$ cat src/design/lzte_pkg.sv
// Shared types and constants for the LZ77 token encoder.
`default_nettype none

package lzte_pkg;

  // Window cells are searched in groups of this many for the longest offset.
  localparam int GROUP_SIZE  = 16;
  localparam int GROUP_IDX_W = 4;

  typedef enum logic [1:0] {
    ST_IDLE,
    ST_SCAN,
    ST_DECIDE
  } state_t;

  typedef struct packed {
    logic scan;
    logic start;
    logic commit;
    logic flush;
    logic close;
    logic load;
  } cell_ctl_t;

  typedef struct packed {
    logic                   any;
    logic [GROUP_IDX_W-1:0] idx;
  } group_hit_t;

endpackage

`default_nettype wire

$ cat src/design/lzte_if.sv
// Handshake channels for text bytes in and tokens out.
`default_nettype none

interface lzte_in_if;
  logic       valid;
  logic       ready;
  logic [7:0] data_byte;
  logic       last_byte;

  modport source (output valid, output data_byte, output last_byte, input ready);
  modport sink   (input valid, input data_byte, input last_byte, output ready);
endinterface

interface lzte_out_if;
  logic       valid;
  logic       ready;
  logic [7:0] match_offset;
  logic [7:0] match_length;
  logic [7:0] next_char;
  logic       end_of_stream;

  modport source (output valid, output match_offset, output match_length,
                  output next_char, output end_of_stream, input ready);
  modport sink   (input valid, input match_offset, input match_length,
                  input next_char, input end_of_stream, output ready);
endinterface

`default_nettype wire

$ cat src/design/lzte_cell.sv
// One window position: history byte, fill bit and match candidate bit.
`default_nettype none

module lzte_cell import lzte_pkg::*; (
  input  logic      clk,
  input  logic      rst,
  input  cell_ctl_t ctl,
  input  logic [7:0] probe,
  input  logic [7:0] prev_byte,
  input  logic      prev_valid,
  output logic [7:0] hist,
  output logic      valid,
  output logic      alive,
  output logic      hit_now
);

  logic hit_held;

  // At the start of a token every filled position may match; later only live ones.
  assign hit_now = valid && (hist == probe) && (ctl.start || alive);

  always_ff @(posedge clk) begin
    if (rst) begin
      valid <= 1'b0;
      alive <= 1'b0;
    end else if (ctl.commit) begin
      if (ctl.flush) begin
        valid <= 1'b0;
        alive <= 1'b0;
      end else begin
        valid <= prev_valid;
        if (ctl.close) begin
          alive <= 1'b0;
        end else if (ctl.load) begin
          alive <= hit_held;
        end
      end
    end
  end

  always_ff @(posedge clk) begin
    if (ctl.scan) begin
      hit_held <= hit_now;
    end
    if (ctl.commit && !ctl.flush) begin
      hist <= prev_byte;
    end
  end

endmodule

`default_nettype wire

$ cat src/design/lzte_group.sv
// Registered priority encoder that finds the highest hit in one group of cells.
`default_nettype none

module lzte_group import lzte_pkg::*; (
  input  logic                  clk,
  input  logic                  en,
  input  logic [GROUP_SIZE-1:0] hits,
  output group_hit_t            result
);

  group_hit_t found;

  always_comb begin
    found.any = |hits;
    found.idx = '0;
    for (int i = 0; i < GROUP_SIZE; i++) begin
      if (hits[i]) begin
        found.idx = GROUP_IDX_W'(i);
      end
    end
  end

  always_ff @(posedge clk) begin
    if (en) begin
      result <= found;
    end
  end

endmodule

`default_nettype wire

$ cat src/design/lz77_token_encoder_top.sv
// Greedy LZ77 triple encoder: a shifting row of window cells and a grouped offset search.
// Each text byte is accepted, compared in all cells with per-group encoding, then
// passed to group select and state update; no item overlaps another.
// A token is written to the output register by the state update, which waits
// while the previous token has not been taken.
// Reset (synchronous rst) empties the window and closes any open match at once.
`default_nettype none

module lz77_token_encoder_top import lzte_pkg::*; #(
  parameter int WINDOW_SIZE = 255,
  parameter int MAX_MATCH   = 255
) (
  input  logic       clk,
  input  logic       rst,
  lzte_in_if.sink    text,
  lzte_out_if.source token
);

  localparam int NUM_GROUPS = (WINDOW_SIZE + GROUP_SIZE - 1) / GROUP_SIZE;
  localparam int PAD_W      = NUM_GROUPS * GROUP_SIZE;
  localparam int SEL_W      = (NUM_GROUPS > 1) ? $clog2(NUM_GROUPS) : 1;
  localparam logic [7:0] MAX_LEN = 8'(MAX_MATCH);

  state_t state, state_next;

  logic [7:0] probe;
  logic       probe_last;
  logic [7:0] cur_len, cur_len_next;
  logic [7:0] best_off, best_off_next;

  logic       tok_valid;
  logic [7:0] tok_off, tok_len, tok_chr;
  logic       tok_eos;

  cell_ctl_t  ctl;
  logic       commit, produce, slot_free, is_start, at_limit, found;
  logic [7:0] e_off, e_len, e_chr;
  logic       e_eos;
  logic [SEL_W-1:0]       sel;
  logic [GROUP_IDX_W-1:0] sel_idx;
  logic [7:0] best;

  logic [7:0]             hist [WINDOW_SIZE];
  logic [WINDOW_SIZE-1:0] valid_vec, alive_vec;
  logic [PAD_W-1:0]       hit_vec;
  group_hit_t             grp [NUM_GROUPS];

  // Window cells: cell k holds the byte k+1 positions back and shifts toward k+1.
  for (genvar k = 0; k < WINDOW_SIZE; k++) begin : g_cell
    if (k == 0) begin : g_head
      lzte_cell u_cell (
        .clk, .rst, .ctl, .probe,
        .prev_byte (probe),
        .prev_valid(1'b1),
        .hist      (hist[k]),
        .valid     (valid_vec[k]),
        .alive     (alive_vec[k]),
        .hit_now   (hit_vec[k])
      );
    end else begin : g_body
      lzte_cell u_cell (
        .clk, .rst, .ctl, .probe,
        .prev_byte (hist[k-1]),
        .prev_valid(valid_vec[k-1]),
        .hist      (hist[k]),
        .valid     (valid_vec[k]),
        .alive     (alive_vec[k]),
        .hit_now   (hit_vec[k])
      );
    end
  end

  if (PAD_W > WINDOW_SIZE) begin : g_pad
    assign hit_vec[PAD_W-1:WINDOW_SIZE] = '0;
  end

  for (genvar g = 0; g < NUM_GROUPS; g++) begin : g_grp
    lzte_group u_group (
      .clk,
      .en    (ctl.scan),
      .hits  (hit_vec[g*GROUP_SIZE +: GROUP_SIZE]),
      .result(grp[g])
    );
  end

  // The highest group with a hit holds the largest matching offset.
  always_comb begin
    found   = 1'b0;
    sel     = '0;
    sel_idx = '0;
    for (int g = 0; g < NUM_GROUPS; g++) begin
      if (grp[g].any) begin
        found   = 1'b1;
        sel     = SEL_W'(g);
        sel_idx = grp[g].idx;
      end
    end
    best = 8'(9'({sel, sel_idx}) + 9'd1);
  end

  assign slot_free  = !tok_valid || token.ready;
  assign is_start   = (cur_len == 8'd0);
  assign at_limit   = (cur_len >= MAX_LEN);
  assign text.ready = (state == ST_IDLE);

  always_ff @(posedge clk) begin
    if (rst) begin
      state <= ST_IDLE;
    end else begin
      state <= state_next;
    end
  end

  always_comb begin
    state_next    = state;
    ctl           = '0;
    ctl.start     = is_start;
    commit        = 1'b0;
    produce       = 1'b0;
    e_off         = 8'd0;
    e_len         = 8'd0;
    e_chr         = 8'd0;
    e_eos         = 1'b0;
    cur_len_next  = cur_len;
    best_off_next = best_off;
    unique case (state)
      ST_IDLE: begin
        if (text.valid) begin
          state_next = ST_SCAN;
        end
      end
      ST_SCAN: begin
        ctl.scan   = 1'b1;
        state_next = ST_DECIDE;
      end
      ST_DECIDE: begin
        if (slot_free) begin
          commit     = 1'b1;
          state_next = ST_IDLE;
          if (is_start) begin
            if (!found) begin
              produce   = 1'b1;
              e_chr     = probe;
              e_eos     = probe_last;
              ctl.close = 1'b1;
            end else begin
              ctl.load      = 1'b1;
              cur_len_next  = 8'd1;
              best_off_next = best;
              if (probe_last) begin
                produce = 1'b1;
                e_off   = best;
                e_len   = 8'd1;
                e_eos   = 1'b1;
              end
            end
          end else if (at_limit || !found) begin
            // The match closes on this byte, which becomes the next character.
            produce       = 1'b1;
            e_off         = best_off;
            e_len         = cur_len;
            e_chr         = probe;
            e_eos         = probe_last;
            ctl.close     = 1'b1;
            cur_len_next  = 8'd0;
            best_off_next = 8'd0;
          end else begin
            ctl.load      = 1'b1;
            cur_len_next  = cur_len + 8'd1;
            best_off_next = best;
            if (probe_last) begin
              produce = 1'b1;
              e_off   = best;
              e_len   = cur_len + 8'd1;
              e_eos   = 1'b1;
            end
          end
          if (probe_last) begin
            ctl.flush     = 1'b1;
            cur_len_next  = 8'd0;
            best_off_next = 8'd0;
          end
        end
      end
      default: begin
        state_next = ST_IDLE;
      end
    endcase
    ctl.commit = commit;
  end

  always_ff @(posedge clk) begin
    if (rst) begin
      cur_len   <= 8'd0;
      best_off  <= 8'd0;
      tok_valid <= 1'b0;
    end else begin
      if (commit) begin
        cur_len  <= cur_len_next;
        best_off <= best_off_next;
      end
      if (commit && produce) begin
        tok_valid <= 1'b1;
      end else if (token.ready) begin
        tok_valid <= 1'b0;
      end
    end
  end

  always_ff @(posedge clk) begin
    if (text.valid && text.ready) begin
      probe      <= text.data_byte;
      probe_last <= text.last_byte;
    end
    if (commit && produce) begin
      tok_off <= e_off;
      tok_len <= e_len;
      tok_chr <= e_chr;
      tok_eos <= e_eos;
    end
  end

  assign token.valid         = tok_valid;
  assign token.match_offset  = tok_off;
  assign token.match_length  = tok_len;
  assign token.next_char     = tok_chr;
  assign token.end_of_stream = tok_eos;

  a_open_has_offset: assert property (@(posedge clk) disable iff (rst)
    cur_len != 8'd0 |-> best_off != 8'd0)
    else $error("open match without an offset");

  a_idle_no_candidates: assert property (@(posedge clk) disable iff (rst)
    cur_len == 8'd0 |-> alive_vec == '0)
    else $error("live candidates while no match is open");

  a_alive_in_window: assert property (@(posedge clk) disable iff (rst)
    (alive_vec & ~valid_vec) == '0)
    else $error("candidate outside the filled window");

  a_len_cap: assert property (@(posedge clk) disable iff (rst)
    cur_len <= MAX_LEN)
    else $error("match length beyond the limit");

  a_flush_clears: assert property (@(posedge clk) disable iff (rst)
    (commit && probe_last) |=> (cur_len == 8'd0 && valid_vec == '0))
    else $error("window not emptied after the final byte");

endmodule

`default_nettype wire

$ cat src/flat_wrapper.sv
// flat-port wrapper written by rule: the top's interface ports become plain ports
module lz77_token_encoder_top_flat import lzte_pkg::*;
#(
  parameter int WINDOW_SIZE = 255,
  parameter int MAX_MATCH   = 255
)
  (clk, rst, text_valid, text_data_byte, text_last_byte, text_ready, token_valid, token_match_offset, token_match_length, token_next_char, token_end_of_stream, token_ready);
  lzte_in_if text_i ();
  lzte_out_if token_i ();
  input  logic clk;
  input  logic rst;
  input wire logic [$bits(text_i.valid)-1:0] text_valid;
  input wire logic [$bits(text_i.data_byte)-1:0] text_data_byte;
  input wire logic [$bits(text_i.last_byte)-1:0] text_last_byte;
  output wire logic [$bits(text_i.ready)-1:0] text_ready;
  output wire logic [$bits(token_i.valid)-1:0] token_valid;
  output wire logic [$bits(token_i.match_offset)-1:0] token_match_offset;
  output wire logic [$bits(token_i.match_length)-1:0] token_match_length;
  output wire logic [$bits(token_i.next_char)-1:0] token_next_char;
  output wire logic [$bits(token_i.end_of_stream)-1:0] token_end_of_stream;
  input wire logic [$bits(token_i.ready)-1:0] token_ready;
  assign text_i.valid = text_valid;
  assign text_i.data_byte = text_data_byte;
  assign text_i.last_byte = text_last_byte;
  assign text_ready = text_i.ready;
  assign token_valid = token_i.valid;
  assign token_match_offset = token_i.match_offset;
  assign token_match_length = token_i.match_length;
  assign token_next_char = token_i.next_char;
  assign token_end_of_stream = token_i.end_of_stream;
  assign token_i.ready = token_ready;
  lz77_token_encoder_top #(.WINDOW_SIZE(WINDOW_SIZE), .MAX_MATCH(MAX_MATCH)) u_core (.clk(clk), .rst(rst), .text(text_i), .token(token_i));
endmodule
$ cat config.mk
export PLATFORM = sky130hd
export DESIGN_NAME = lz77_token_encoder_top_flat
export DESIGN_NICKNAME = d
export VERILOG_FILES = /design/src/design/lzte_pkg.sv /design/src/design/lzte_if.sv /design/src/design/lzte_cell.sv /design/src/design/lzte_group.sv /design/src/design/lz77_token_encoder_top.sv /design/src/flat_wrapper.sv
export SDC_FILE = /design/constraint.sdc
export NUM_CORES = 2
export LEC_CHECK = 0
export BUFFER_PORTS_ARGS = -buffer_cell sky130_fd_sc_hd__buf_2
export CORE_ASPECT_RATIO = 0.6
export CORE_UTILIZATION = 34
export DETAILED_ROUTE_END_ITERATION = 10
export PLACE_DENSITY = 0.5
export SLEW_MARGIN = 0
export SYNTH_ARGS = -nofsm -noshare
export SYNTH_HDL_FRONTEND = slang
export SYNTH_SLANG_ARGS = --single-unit
$ cat constraint.sdc
create_clock -name clk -period 359.7 [get_ports clk]
set_input_delay 53.955 -clock clk [delete_from_list [all_inputs] [get_ports clk]]
set_output_delay 53.955 -clock clk [all_outputs]
set_load 0.1 [all_outputs]
==> out/qor.tcl <==
set qor(globalRouteMet2Util) 0.219
set qor(via_density_per_instance) 5.13
set qor(final.period_utilization) 0.165
set qor(placement_rows) 168
set qor(cap_violations) 0
set qor(cts.sinks) 2938
set qor(gr-usage-met1) 0.284
set qor(max_slew_margin) 0.112
set qor(dominantRegCellSynth) {sky130_fd_sc_hd__edfxtp_1}
set qor(cell_area_after_synthesis_sq_mm) 0.120
set qor(io_buffers) 39
set qor(timing.final.setup_violations) 0
set qor(die-area_sq_mm) 0.356
set qor(static_power_due_to_leakage_nw) 38.0
set qor(final_design_area_no_fill_sq_mm) 0.134
set qor(pre_cts_slack_ps) 299510
set qor(post_cts.repair.setup_buffers) 0
set qor(place_inst) 12754
set qor(mappedNetlistNets) 8389
set qor(synth_cells) 8373
set qor(route.detailed.drc) 0
set qor(netlist.top_cell.by_area) {sky130_fd_sc_hd__edfxtp_1}
set qor(yosys.area.top_type_share) 0.602
set qor(critPathArrivalTime_ps) 59760
set qor(wl_per_cell_microns) 23.4
set qor(max-vdd-ir-drop_v) 0.00000305
set qor(layout.nets) 8378
set qor(final_antenna_net_count) 0
set qor(outcome) {finished, final reports clean}
set qor(grt_usage) 0.168
set qor(vias) 68010
set qor(clk_path_buf_depth) 4
set qor(num_cts_buffers) 281
set qor(initial_utilization) 0.343
set qor(route.final.wire_length_microns) 310000
set qor(areaGrowthSynthToFinish_pct) 11.7
set qor(crit_fanout) 173
set qor(drtIter0Drc) 6945
set qor(vertical_die_dimension_microns) 462
set qor(timing.setup.tns_ps) 0
set qor(worst_slew_pin_slew_ps) 1320
set qor(cts.htree.levels) 5
set qor(syn_area_per_cell_sq_um) 14.3
set qor(period_needed_ps) 59320
set qor(synth-warning-count) 0
set qor(hold_path.class) {flop to flop}
set qor(worst_ep_required_time_ps) 360140
set qor(share_of_the_yosys_chip_area_belonging_to_registers) 0.691
set qor(crit_type) {input port to flop}
set qor(io_count) 40
set qor(antenna_violations_before_repair) 12
set qor(top_usage_layer) {met1}
set qor(unrepaired_setup_endpoints_after_global_routing) {false}
set qor(dpl_cell_area_sq_mm) 0.125
set qor(post_synth_main_area_contributors) {sky130_fd_sc_hd__edfxtp_1, sky130_fd_sc_hd__xor2_1, sky130_fd_sc_hd__dfxtp_1, sky130_fd_sc_hd__xnor2_1, sky130_fd_sc_hd__nor2_1}
set qor(layout.cells.non_filler) 13261
set qor(gr-total-overflow) 0
set qor(grt_max_degree) 194
set qor(clock-skew-final_ps) 62.8
set qor(tritoncts) {done}
set qor(met3_grt_util) 0.0285
set qor(first_pass_grt_wire_length_microns) 459000
set qor(cts_hold_buffers) 0
set qor(core_area_sq_mm) 0.350
set qor(gpl.final_weighted_congestion) 0.771
set qor(synth_cell_types) 64
set qor(dieWidth_microns) 769
set qor(clock_tree.root_cell) {sky130_fd_sc_hd__clkbuf_16}
set qor(fraction_of_final_layout_cells_with_drive_strength_greater_than_1) 0.0807
set qor(power_density_mw_per_mm2) 5.19
set qor(fmax_mhz) 16.9
set qor(slew_viol_final) 0
set qor(post-dp-hpwl_microns) 182000
set qor(postCtsResizedCells) 0
set qor(startpoint_type) {input port}
set qor(asyncSetResetFlopFracSynth) 0
set qor(first_global_vias) 66589
set qor(synth-edff-count) 2409
set qor(insertion_delay_ps) 880
set qor(cp_capture_type) {flop}
set qor(register_bit_count_reported_by_yosys) 2938
set qor(final-hold-violation-count) 0
set qor(drt_pre_antenna_iters) 5
set qor(clk_pin_slew_worst_paths_ps) 70
set qor(slack_of_the_critical_path_ps) 300380
-- per-stage QoR --
stage / hold WS (ps) / util / power, mW
after floorplan: 421 / - / 0.413
after global placement: 436 / 0.357 / 0.407
after detailed placement: 451 / 0.357 / 0.407
after CTS: 430 / 0.383 / 0.704
after global routing: 441 / 0.383 / 0.719
final: 426 / 0.383 / 0.696
-- worst paths after layout --
check	from	end	slack, ps	cells after the start
max	token_ready	u_core.g_cell[157].g_body.u_cell.hist[2]$_DFFE_PP_	300380	10
min	u_core.g_cell[180].g_body.u_cell.hist[5]$_DFFE_PP_	u_core.g_cell[181].g_body.u_cell.hist[5]$_DFFE_PP_	430	0
max reg2reg	u_core.state[1]$_SDFFE_PP0P_	u_core.g_cell[157].g_body.u_cell.hist[2]$_DFFE_PP_	352950	8
min reg2reg	u_core.g_cell[180].g_body.u_cell.hist[5]$_DFFE_PP_	u_core.g_cell[181].g_body.u_cell.hist[5]$_DFFE_PP_	430	0
-- logic make-up after synthesis --
| family | share of synthesized area |
|---|---|
| compound gates | 0.0564 |
| xor+xnor | 0.149 |
| fa+ha+maj | 0.000313 |
| buf+inv | 0.0215 |
| flops | 0.691 |
| simple gates | 0.0822 |
-- area by class of cell --
type	count	area, sq um
diodes	1	2.50
well taps	4675	5850
repair buffers	185	1490
clock inverters	111	941
multi-input cells	4882	34600
flip-flops and latches	2938	82900
fillers	32829	216000
inverters	74	285
clock buffers	395	7970
-- flip-flops by register name, summed over array words and instances (netlist names), 2 cells and up --
register,count
u_core.g_cell.g_body.u_cell.hist,2032
u_core.g_cell.g_body.u_cell.alive,254
u_core.g_cell.g_body.u_cell.hit_held,254
u_core.g_cell.g_body.u_cell.valid,254
u_core.g_grp.u_group.result,80
u_core.best_off,8
u_core.cur_len,8
u_core.g_cell.g_head.u_cell.hist,8
u_core.probe,8
u_core.token.match_length,8
u_core.token.match_offset,8
u_core.token.next_char,8
u_core.state,2
-- cell usage after synthesis, drive strengths merged, types with 68 or more instances --
master and n:
dfxtp 529, edfxtp 2409, o2111ai 188, nand3 105, inv 72, a21oi 377
xor2 1328, nand4 68, buf 274, xnor2 717, clkbuf 205, and3 271
a22oi 259, nor2 660, o21ai 68, nand2 116, nor4 451
-- metal layers --
metal / part of all wire / vias to the layer above
met1: 0.53 / 34804
li1: - / 30744
met3: 0.064 / 394
met5: 0 / -
met2: 0.38 / 2068
met4: 0.019 / 0
-- where the power goes --
| group | internal, mW | switching [mW] |
|---|---|---|
| clock | 0.165 | 0.132 |
| combinational | 0.00884 | 0.0230 |
| sequential | 0.366 | 0.00102 |
-- critical path, cell delays in order --
cell and delay, ps:
sky130_fd_sc_hd__buf_2 90, sky130_fd_sc_hd__inv_1 50, sky130_fd_sc_hd__nand2_1 140, sky130_fd_sc_hd__nand2_4 310, sky130_fd_sc_hd__nor2_4 890, sky130_fd_sc_hd__buf_4 710, sky130_fd_sc_hd__buf_4 810, sky130_fd_sc_hd__buf_4 790
sky130_fd_sc_hd__buf_4 870, sky130_fd_sc_hd__buf_12 660
-- cell usage in the layout, fill, tap and decap left out, types with 72 or more instances in the layout --
cell type | synthesis | routed
sky130_fd_sc_hd__nor2_1 | 660 | 659
sky130_fd_sc_hd__nor4_1 | 365 | 365
sky130_fd_sc_hd__clkbuf_1 | 205 | 72
sky130_fd_sc_hd__o2111ai_1 | 188 | 188
sky130_fd_sc_hd__a21oi_1 | 377 | 377
sky130_fd_sc_hd__clkbuf_16 | 0 | 289
sky130_fd_sc_hd__xnor2_1 | 717 | 717
sky130_fd_sc_hd__xor2_1 | 1328 | 1328
sky130_fd_sc_hd__a22oi_1 | 259 | 259
sky130_fd_sc_hd__nor4_2 | 86 | 86
sky130_fd_sc_hd__buf_4 | 61 | 131
sky130_fd_sc_hd__nand3_1 | 105 | 105
sky130_fd_sc_hd__and3_1 | 271 | 271
sky130_fd_sc_hd__dfxtp_1 | 529 | 529
sky130_fd_sc_hd__nand2_1 | 116 | 115
sky130_fd_sc_hd__edfxtp_1 | 2409 | 2409
Power figures use the tool's default switching activity.
